$ cat src/design/mjesc_pkg.sv
package mjesc_pkg;

  // ASCII codes used by the literal
  localparam logic [6:0] CH_QUOTE  = 7'h22;
  localparam logic [6:0] CH_APOS   = 7'h27;
  localparam logic [6:0] CH_BSLASH = 7'h5C;
  localparam logic [6:0] CH_U      = 7'h75;
  localparam logic [6:0] CH_N      = 7'h6E;
  localparam logic [6:0] CH_R      = 7'h72;
  localparam logic [6:0] CH_T      = 7'h74;

  localparam int unsigned CP_W    = 21;
  localparam int unsigned NPEND   = 3;
  localparam logic [3:0]  BYTE_ESC_LEN = 4'd6;  // \u00xx

  // one output unit: a single char, backslash + char, or \u escape
  typedef enum logic [1:0] {
    UK_NONE,
    UK_CHR,
    UK_ESC,
    UK_UESC
  } unit_kind_e;

  // everything one request emits, in order: open quote, escaped pending
  // bytes, main unit, close quote
  typedef struct packed {
    logic                  open;
    logic [1:0]            nflush;
    logic [NPEND-1:0][7:0] fbytes;
    unit_kind_e            main_kind;
    logic [6:0]            main_ch;
    logic [CP_W-1:0]       main_cp;
    logic [3:0]            main_len;
    logic                  close;
  } plan_t;

  function automatic logic [6:0] hex_char(input logic [3:0] n);
    logic [6:0] r;
    if (n < 4'd10) begin
      r = 7'h30 + {3'b000, n};
    end else begin
      r = 7'h57 + {3'b000, n};
    end
    return r;
  endfunction

endpackage

$ cat src/design/mjesc_front.sv
module mjesc_front (
  input  logic                clk_i,
  input  logic                rst_ni,
  input  logic                accept_i,
  input  logic [7:0]          in_byte_i,
  input  logic                last_byte_i,
  output mjesc_pkg::plan_t    plan_o,
  output logic                plan_nonempty_o
);

  logic                               at_start_q, at_start_d;
  logic [mjesc_pkg::NPEND-1:0][7:0]   pend_q;
  logic [1:0]                         pcnt_q, pcnt_d;
  logic [2:0]                         slen_q, slen_d;

  logic                        cont, has_p, do_dec, do_app;
  mjesc_pkg::unit_kind_e       f_kind;
  logic [6:0]                  f_ch;
  logic                        f_lead;
  logic [2:0]                  f_slen;
  logic [mjesc_pkg::CP_W-1:0]  dec_cp, b_cp;
  logic [3:0]                  dec_len;
  mjesc_pkg::plan_t            plan;

  assign cont  = (in_byte_i[7:6] == 2'b10);
  assign has_p = (pcnt_q != 2'd0);
  assign b_cp  = {{(mjesc_pkg::CP_W - 8){1'b0}}, in_byte_i};

  // complete sequence when this continuation fills it up
  assign do_dec = has_p && cont && (({1'b0, pcnt_q} + 3'd1) >= slen_q);
  assign do_app = has_p && cont && !do_dec && (pcnt_q != 2'd3);

  // classification of a byte seen with nothing pending
  always_comb begin
    f_kind = mjesc_pkg::UK_NONE;
    f_ch   = in_byte_i[6:0];
    f_lead = 1'b0;
    f_slen = 3'd0;
    unique case (in_byte_i)
      8'h5C: begin f_kind = mjesc_pkg::UK_ESC; f_ch = mjesc_pkg::CH_BSLASH; end
      8'h22: begin f_kind = mjesc_pkg::UK_ESC; f_ch = mjesc_pkg::CH_QUOTE; end
      8'h27: begin f_kind = mjesc_pkg::UK_ESC; f_ch = mjesc_pkg::CH_APOS; end
      8'h0A: begin f_kind = mjesc_pkg::UK_ESC; f_ch = mjesc_pkg::CH_N; end
      8'h0D: begin f_kind = mjesc_pkg::UK_ESC; f_ch = mjesc_pkg::CH_R; end
      8'h09: begin f_kind = mjesc_pkg::UK_ESC; f_ch = mjesc_pkg::CH_T; end
      default: begin
        if (in_byte_i < 8'h20) begin
          f_kind = mjesc_pkg::UK_UESC;
        end else if (!in_byte_i[7]) begin
          f_kind = mjesc_pkg::UK_CHR;
        end else if ((in_byte_i & 8'hE0) == 8'hC0) begin
          f_lead = 1'b1;
          f_slen = 3'd2;
        end else if ((in_byte_i & 8'hF0) == 8'hE0) begin
          f_lead = 1'b1;
          f_slen = 3'd3;
        end else if ((in_byte_i & 8'hF8) == 8'hF0) begin
          f_lead = 1'b1;
          f_slen = 3'd4;
        end else begin
          f_kind = mjesc_pkg::UK_UESC;
        end
      end
    endcase
  end

  // code point of a completed sequence
  always_comb begin
    case (slen_q)
      3'd2:    dec_cp = {10'd0, pend_q[0][4:0], in_byte_i[5:0]};
      3'd3:    dec_cp = {5'd0, pend_q[0][3:0], pend_q[1][5:0], in_byte_i[5:0]};
      default: dec_cp = {pend_q[0][2:0], pend_q[1][5:0], pend_q[2][5:0], in_byte_i[5:0]};
    endcase
    if (dec_cp[20]) begin
      dec_len = 4'd8;
    end else if (dec_cp[19:16] != 4'd0) begin
      dec_len = 4'd7;
    end else begin
      dec_len = 4'd6;
    end
  end

  always_comb begin
    plan           = '0;
    plan.open      = at_start_q;
    plan.close     = last_byte_i;
    plan.fbytes    = pend_q;
    plan.main_kind = mjesc_pkg::UK_NONE;
    plan.main_ch   = f_ch;
    plan.main_cp   = b_cp;
    plan.main_len  = mjesc_pkg::BYTE_ESC_LEN;
    plan.nflush    = 2'd0;
    pcnt_d         = pcnt_q;
    slen_d         = slen_q;

    if (do_dec) begin
      plan.main_kind = mjesc_pkg::UK_UESC;
      plan.main_cp   = dec_cp;
      plan.main_len  = dec_len;
      pcnt_d         = 2'd0;
      slen_d         = 3'd0;
    end else if (do_app) begin
      pcnt_d = pcnt_q + 2'd1;
      // cut off at the end: whole buffer escaped, this byte last
      if (last_byte_i) begin
        plan.nflush    = pcnt_q;
        plan.main_kind = mjesc_pkg::UK_UESC;
      end
    end else begin
      plan.nflush = pcnt_q;
      if (f_lead) begin
        pcnt_d = 2'd1;
        slen_d = f_slen;
        if (last_byte_i) begin
          plan.main_kind = mjesc_pkg::UK_UESC;
        end
      end else begin
        pcnt_d = 2'd0;
        slen_d = 3'd0;
        plan.main_kind = f_kind;
        if (f_kind == mjesc_pkg::UK_ESC) begin
          plan.main_len = 4'd2;
        end else if (f_kind == mjesc_pkg::UK_CHR) begin
          plan.main_len = 4'd1;
        end
      end
    end

    if (last_byte_i) begin
      pcnt_d = 2'd0;
      slen_d = 3'd0;
    end
  end

  assign at_start_d = last_byte_i;

  assign plan_o          = plan;
  assign plan_nonempty_o = plan.open || plan.close || (plan.nflush != 2'd0) ||
                           (plan.main_kind != mjesc_pkg::UK_NONE);

  always_ff @(posedge clk_i or negedge rst_ni) begin
    if (!rst_ni) begin
      at_start_q <= 1'b1;
      pcnt_q     <= 2'd0;
      slen_q     <= 3'd0;
    end else if (accept_i) begin
      at_start_q <= at_start_d;
      pcnt_q     <= pcnt_d;
      slen_q     <= slen_d;
    end
  end

  always_ff @(posedge clk_i) begin
    if (accept_i) begin
      if (do_app) begin
        pend_q[pcnt_q] <= in_byte_i;
      end else if (!do_dec && f_lead) begin
        pend_q[0] <= in_byte_i;
      end
    end
  end

endmodule

$ cat src/design/mjesc_emit.sv
module mjesc_emit (
  input  logic              clk_i,
  input  logic              rst_ni,
  input  logic              load_i,
  input  mjesc_pkg::plan_t  plan_i,
  output logic              busy_o,
  input  logic              out_stall_i,
  output logic              out_valid_o,
  output logic [6:0]        out_char_o,
  output logic              end_of_literal_o
);

  typedef enum logic [1:0] {
    SEG_OPEN,
    SEG_FLUSH,
    SEG_MAIN,
    SEG_CLOSE
  } seg_e;

  typedef struct packed {
    logic ok;
    seg_e seg;
  } seg_sel_t;

  function automatic seg_sel_t pick(input logic pf, input logic pm, input logic pc);
    seg_sel_t r;
    r.ok  = pf || pm || pc;
    r.seg = pf ? SEG_FLUSH : (pm ? SEG_MAIN : SEG_CLOSE);
    return r;
  endfunction

  mjesc_pkg::plan_t  plan_q;
  logic              plan_v_q;
  seg_e              seg_q;
  logic [1:0]        j_q;
  logic [2:0]        c_q;
  logic              out_v_q, out_end_q;
  logic [6:0]        out_char_q;

  logic                        step, unit_last, more_flush, item_done;
  logic                        pf, pm, pc;
  seg_sel_t                    nxt, first;
  mjesc_pkg::unit_kind_e       u_kind;
  logic [6:0]                  u_ch, ch;
  logic [mjesc_pkg::CP_W-1:0]  u_cp;
  logic [23:0]                 cpx;
  logic [3:0]                  u_len, nib_idx;
  logic [3:0]                  nib;

  assign pf = (plan_q.nflush != 2'd0);
  assign pm = (plan_q.main_kind != mjesc_pkg::UK_NONE);
  assign pc = plan_q.close;

  always_comb begin
    unique case (seg_q)
      SEG_OPEN:  nxt = pick(pf, pm, pc);
      SEG_FLUSH: nxt = pick(1'b0, pm, pc);
      SEG_MAIN:  nxt = pick(1'b0, 1'b0, pc);
      default:   nxt = pick(1'b0, 1'b0, 1'b0);
    endcase
  end

  always_comb begin
    if (plan_i.open) begin
      first.ok  = 1'b1;
      first.seg = SEG_OPEN;
    end else begin
      first = pick(plan_i.nflush != 2'd0, plan_i.main_kind != mjesc_pkg::UK_NONE,
                   plan_i.close);
    end
  end

  // current unit
  always_comb begin
    u_kind = mjesc_pkg::UK_CHR;
    u_ch   = mjesc_pkg::CH_QUOTE;
    u_cp   = '0;
    u_len  = 4'd1;
    unique case (seg_q)
      SEG_FLUSH: begin
        u_kind = mjesc_pkg::UK_UESC;
        u_cp   = {{(mjesc_pkg::CP_W - 8){1'b0}}, plan_q.fbytes[j_q]};
        u_len  = mjesc_pkg::BYTE_ESC_LEN;
      end
      SEG_MAIN: begin
        u_kind = plan_q.main_kind;
        u_ch   = plan_q.main_ch;
        u_cp   = plan_q.main_cp;
        u_len  = plan_q.main_len;
      end
      default: begin
      end
    endcase
  end

  assign cpx     = {{(24 - mjesc_pkg::CP_W){1'b0}}, u_cp};
  assign nib_idx = u_len - 4'd1 - {1'b0, c_q};

  always_comb begin
    case (nib_idx)
      4'd0:    nib = cpx[3:0];
      4'd1:    nib = cpx[7:4];
      4'd2:    nib = cpx[11:8];
      4'd3:    nib = cpx[15:12];
      4'd4:    nib = cpx[19:16];
      4'd5:    nib = cpx[23:20];
      default: nib = 4'd0;
    endcase
    if (c_q == 3'd0) begin
      ch = (u_kind == mjesc_pkg::UK_CHR) ? u_ch : mjesc_pkg::CH_BSLASH;
    end else if (c_q == 3'd1) begin
      ch = (u_kind == mjesc_pkg::UK_ESC) ? u_ch : mjesc_pkg::CH_U;
    end else begin
      ch = mjesc_pkg::hex_char(nib);
    end
  end

  assign step       = plan_v_q && (!out_v_q || !out_stall_i);
  assign unit_last  = ({1'b0, c_q} == (u_len - 4'd1));
  assign more_flush = (seg_q == SEG_FLUSH) &&
                      (({1'b0, j_q} + 3'd1) < {1'b0, plan_q.nflush});
  assign item_done  = step && unit_last && !more_flush && !nxt.ok;
  assign busy_o     = plan_v_q && !item_done;

  always_ff @(posedge clk_i or negedge rst_ni) begin
    if (!rst_ni) begin
      plan_q     <= '0;
      plan_v_q   <= 1'b0;
      seg_q      <= SEG_OPEN;
      j_q        <= 2'd0;
      c_q        <= 3'd0;
      out_v_q    <= 1'b0;
      out_char_q <= 7'd0;
      out_end_q  <= 1'b0;
    end else begin
      if (load_i) begin
        plan_q   <= plan_i;
        plan_v_q <= 1'b1;
        seg_q    <= first.seg;
        j_q      <= 2'd0;
        c_q      <= 3'd0;
      end else if (step) begin
        if (!unit_last) begin
          c_q <= c_q + 3'd1;
        end else if (more_flush) begin
          j_q <= j_q + 2'd1;
          c_q <= 3'd0;
        end else if (nxt.ok) begin
          seg_q <= nxt.seg;
          c_q   <= 3'd0;
        end else begin
          plan_v_q <= 1'b0;
        end
      end
      if (step) begin
        out_v_q    <= 1'b1;
        out_char_q <= ch;
        out_end_q  <= (seg_q == SEG_CLOSE);
      end else if (!out_stall_i) begin
        out_v_q <= 1'b0;
      end
    end
  end

  assign out_valid_o      = out_v_q;
  assign out_char_o       = out_char_q;
  assign end_of_literal_o = out_end_q;

endmodule

$ cat src/design/mutf8_to_java_escaped_literal_unit.sv
// Channel  Direction  Handshake              Payload
// in       request    in_valid_i/in_stall_o  in_byte_i, last_byte_i
// out      result     out_valid_o/out_stall_i out_char_o, end_of_literal_o
//
// Each request is decoded combinationally into an emit plan; the emitter then
// sends one character per cycle while out_stall_i allows, so a request yields
// as many characters as its plan holds (0 to 25), a plain printable byte one.
// A new request is taken in the cycle the previous plan sends its last char.
// Reset sets the string-start flag and clears the pending sequence count.
// out_stall_i holds the output register and, through it, the emitter.
module mutf8_to_java_escaped_literal_unit (
  input  logic        clk_i,
  input  logic        rst_ni,
  input  logic        in_valid_i,
  output logic        in_stall_o,
  input  logic [7:0]  in_byte_i,
  input  logic        last_byte_i,
  output logic        out_valid_o,
  input  logic        out_stall_i,
  output logic [6:0]  out_char_o,
  output logic        end_of_literal_o
);

  mjesc_pkg::plan_t plan;
  logic             plan_nonempty, accept, busy;

  assign in_stall_o = busy;
  assign accept     = in_valid_i && !busy;

  mjesc_front u_front (
    .clk_i           (clk_i),
    .rst_ni          (rst_ni),
    .accept_i        (accept),
    .in_byte_i       (in_byte_i),
    .last_byte_i     (last_byte_i),
    .plan_o          (plan),
    .plan_nonempty_o (plan_nonempty)
  );

  mjesc_emit u_emit (
    .clk_i            (clk_i),
    .rst_ni           (rst_ni),
    .load_i           (accept && plan_nonempty),
    .plan_i           (plan),
    .busy_o           (busy),
    .out_stall_i      (out_stall_i),
    .out_valid_o      (out_valid_o),
    .out_char_o       (out_char_o),
    .end_of_literal_o (end_of_literal_o)
  );

endmodule

$ cat config.mk
export PLATFORM = sky130hd
export DESIGN_NAME = mutf8_to_java_escaped_literal_unit
export DESIGN_NICKNAME = d
export VERILOG_FILES = /design/src/design/mjesc_pkg.sv /design/src/design/mjesc_front.sv /design/src/design/mjesc_emit.sv /design/src/design/mutf8_to_java_escaped_literal_unit.sv
export SDC_FILE = /design/constraint.sdc
export NUM_CORES = 1
export LEC_CHECK = 0
export BUFFER_PORTS_ARGS = -buffer_cell sky130_fd_sc_hd__clkbuf_2
export CORE_AREA = 2 2 110 112
export CTS_BUF_LIST = sky130_fd_sc_hd__clkbuf_8 sky130_fd_sc_hd__clkbuf_16
export CTS_CLUSTER_SIZE = 24
export DETAILED_ROUTE_END_ITERATION = 6
export DIE_AREA = 0 0 112 114
export GPL_ROUTABILITY_DRIVEN = 0
export GPL_TIMING_DRIVEN = 0
export HOLD_SLACK_MARGIN = 0.02
export PLACE_DENSITY_LB_ADDON = 0.15
export REMOVE_ABC_BUFFERS = 1
export SYNTH_ARGS = -nofsm -noshare
export SYNTH_HDL_FRONTEND = slang
export SYNTH_HIERARCHICAL = 1
export SYNTH_SLANG_ARGS = --single-unit
$ cat constraint.sdc
create_clock -name clk_i -period 6 [get_ports clk_i]
set_clock_uncertainty 0.1 [all_clocks]
set_input_delay 0 -clock clk_i [delete_from_list [all_inputs] [get_ports clk_i]]
set_output_delay 0 -clock clk_i [all_outputs]
set_load 0.01 [all_outputs]
==> qor.csv <==
stage,metric,value,unit
setup_path,Crit path arrival time,5.56,ns
floorplan,floorplan die area,12800,sq um
global_routing,Tot GR Track Use,0.254,
cts,number of clock sinks seen by CTS,108,
global_routing,total gr overflow,0,
setup_path,worst-path fanout max,27,
sta,unrepaired setup endpoints after global routing,false,
floorplan,die outline height,114,microns
drt,initial drt markers,306,
yosys,total of warnings raised by yosys,6,
global_routing,largest net degree at the start of global routing,61,
floorplan,number of cell rows,40,
sta,final critical path time including I/O delays and setup,5.43,ns
setup_path,Startpoint Class,flip-flop,
sta,endpoints failing hold,0,
finish,share of post-route cells with drive strength above 1,0.183,
sta,Max Fclk,184,MHz
place,number of port buffers,22,
sta,summed negative setup slack over all endpoints,0,ns
power,largest voltage drop on the vdd net,0.439,mV
finish,post-layout utilization of the core,0.582,
yosys,portion of the post-synthesis area used by sequential elements,0.451,
drt,detail-routed via count per cell,6.18,
global_routing,met1 global-route usage,0.349,
cts,Num CTS Buffers,9,
floorplan,Die Wd,112,microns
global_routing,met2 capacity usage during global routing,0.405,
setup_path,Setup Crit Path Kind,reg2reg,
global_routing,Global Route met3 Usage,0.0595,
cts,CTS tree,yes,
setup_path,length in cells of the worst reg-to-reg path,17,
drt,total DRC errors in the routed layout,0,
yosys,synthesized area,6270,sq um
drt,routed wirelength normalized by instance count,20.1,microns
yosys,share of flip-flops with an asynchronous set or reset,0.778,
drt,vias,4668,
yosys,flop and latch count out of synthesis,108,
drt,total wire length after detailed routing,15200,microns
sta,headroom to the max-slew limit,0.301,
sta,transition time at the pin with the least slew margin,1.05,ns
cts,root buffer cell,sky130_fd_sc_hd__clkbuf_16,
cts,number of gates resized after cts,0,
drt,number of iterations in the first detailed-routing pass,4,
yosys,Synth Instances,602,
yosys,average cell area after synthesis,10.4,sq um
setup_path,required time reported for the critical path endpoint,6.13,ns
setup_path,CP endpoint kind,flip-flop,
cts,setup fix buffers added after clock tree synthesis,0,
floorplan,Core Footprint,11700,sq um
cts,hold buffer count at cts,10,
floorplan,Initial Util,0.535,
power,leak pwr,2.82,nW
global_routing,wire length of the first global-routing pass,25200,microns
sta,Setup-failing EPs final,0,
yosys,Post-synth EDFFs,24,
place,DPL Wire Length,10800,microns
global_routing,number of antenna violations at the first check in global routing,0,
cts,clock-pin slew on the worst setup and hold paths,0.07,ns
cts,maximum clock insertion buffer count,2,
drt,residual antenna-violating net count after detailed routing,0,
cts,# H-tree levels,3,
finish,"most common cell after layout, fill and taps aside",sky130_fd_sc_hd__dfrtp_1,
sta,Final Max Tran Viols,0,
floorplan,number of top-level pins,23,
power,pwr/cell area,557,nW/um^2
yosys,number of unique standard cell types used by synthesis,74,
status,result of the run,"complete, no violations",
run,count of maximum capacitance violations,0,
global_routing,number of global-route vias before repair,4698,
yosys,"Top FF cell, synth",sky130_fd_sc_hd__dfrtp_1,
finish,area growth from synthesis to layout,8.77,%
finish,Final #Nets,639,
global_routing,highest-utilization routing layer at the global route stage,met2,
sta,fraction of the cycle the final worst path needs,0.905,
cts,Skew-Pair Late Insertion Delay,0.35,ns
finish,antenna fix cells,0,
finish,highest-count cells in the layout ignoring fill and taps,"sky130_fd_sc_hd__dfrtp_1, sky130_fd_sc_hd__mux2_2, sky130_fd_sc_hd__nand2_1",
hold_path,worst hold-check path type,in2async,
-- metal layers --
metal  wire, microns  share of wire
met1            6910           0.46
met2            7060           0.47
met3             897          0.059
met4             293          0.019
met5               0              0
-- critical path, stage by stage (launching register included) --
cell and delay (ns):
sky130_fd_sc_hd__dfrtp_1 0.41, sky130_fd_sc_hd__inv_1 0.09, sky130_fd_sc_hd__ha_1 0.85, sky130_fd_sc_hd__nand2_1 0.15, sky130_fd_sc_hd__o21ai_0 0.18, sky130_fd_sc_hd__inv_1 0.08, sky130_fd_sc_hd__ha_1 0.34, sky130_fd_sc_hd__fa_1 0.82
sky130_fd_sc_hd__nand2_1 0.18, sky130_fd_sc_hd__nor3b_1 0.45, sky130_fd_sc_hd__o21ai_0 0.17, sky130_fd_sc_hd__and3_1 0.23, sky130_fd_sc_hd__nor2_1 0.28, sky130_fd_sc_hd__inv_1 0.08, sky130_fd_sc_hd__ha_1 0.23, sky130_fd_sc_hd__nor3_1 0.18
sky130_fd_sc_hd__o211ai_1 0.13, sky130_fd_sc_hd__a221o_1 0.32
-- flip-flops by register name (all words and copies together) (netlist names), 2 cells and up --
signal	cells
u_emit/seg_q	2
u_emit/plan_q	60
u_emit/j_q	2
u_emit/out_char_o	7
u_emit/c_q	3
u_front/plan_o	24
u_front/slen_q	3
u_front/pcnt_q	2
-- per-stage QoR --
stage	total power, mW	hold slack, ns	instances	worst slack [ns]	instance area, sq um
after floorplan	2.66	-0.396	558	0.639	6050
after global placement	3.10	0.149	727	-0.918	6340
after detailed placement	3.15	-0.119	729	0.662	6400
after CTS	3.81	0.0426	755	0.627	6820
after global routing	4.09	0.0612	755	0.0938	6820
final	3.80	0.0366	755	0.570	6820
-- Yosys cell counts (all sizes together) (7+ instances only) --
cell,n,share of area
nor3,13,0.010
mux2i,18,0.029
and3,8,0.0080
a31oi,7,0.0070
nand3,21,0.017
ha,21,0.042
o21ai,25,0.020
a21oi,20,0.016
nor2,34,0.020
o2bb2ai,7,0.0098
a21o,7,0.0084
clkbuf,28,0.017
mux2,60,0.11
nor2b,11,0.011
buf,16,0.018
edfxtp,24,0.12
nand2,49,0.030
dfrtp,83,0.33
and2,11,0.011
inv,26,0.016
nand2b,14,0.016
-- cell type report --
cell class	instances	area, sq um
fill	1024	4900
multi-input combinational	424	3130
sequential	108	2820
timing repair buffer	34	260
clock buffer	9	225
tap	147	184
inverter	26	97.6
clock inverter	7	92.6
-- final timing paths --
path | startpoint | to | slack [ns]
setup reg to reg | u_emit/seg_q[0] | u_emit/out_char_o[4] | 0.57
max in group asynchronous | rst_ni | u_emit/out_char_o[4] | 5.13
setup / recovery | u_emit/seg_q[0] | u_emit/out_char_o[4] | 0.57
hold reg to reg | u_front/plan_o[58] | u_emit/plan_q[58] | 0.38
hold / removal | rst_ni | u_emit/plan_q[39] | 0.04
min in group clk_i | in_valid_i | u_front/pcnt_q[0] | 0.05
-- where the power goes --
group | leakage [nW] | total, mW | switching, mW | internal [mW]
registers | 1.25 | 1.18 | 0.183 | 0.992
clock network | 0.164 | 0.633 | 0.267 | 0.366
logic | 1.41 | 1.99 | 1.13 | 0.863
total | 2.82 | 3.80 | 1.58 | 2.22
-- cells by family after synthesis --
| kind of cell | after synthesis | synth area share |
|---|---|---|
| adders and majority gates | 23 | 0.0483 |
| and+or+nand+nor | 193 | 0.163 |
| buffers and inverters | 70 | 0.0501 |
| xor gates and xnor gates | 7 | 0.0122 |
| muxes | 78 | 0.137 |
| DFF | 108 | 0.451 |
| AOI/OAI and AO/OA | 123 | 0.140 |
(Power assumes the default switching activity.)
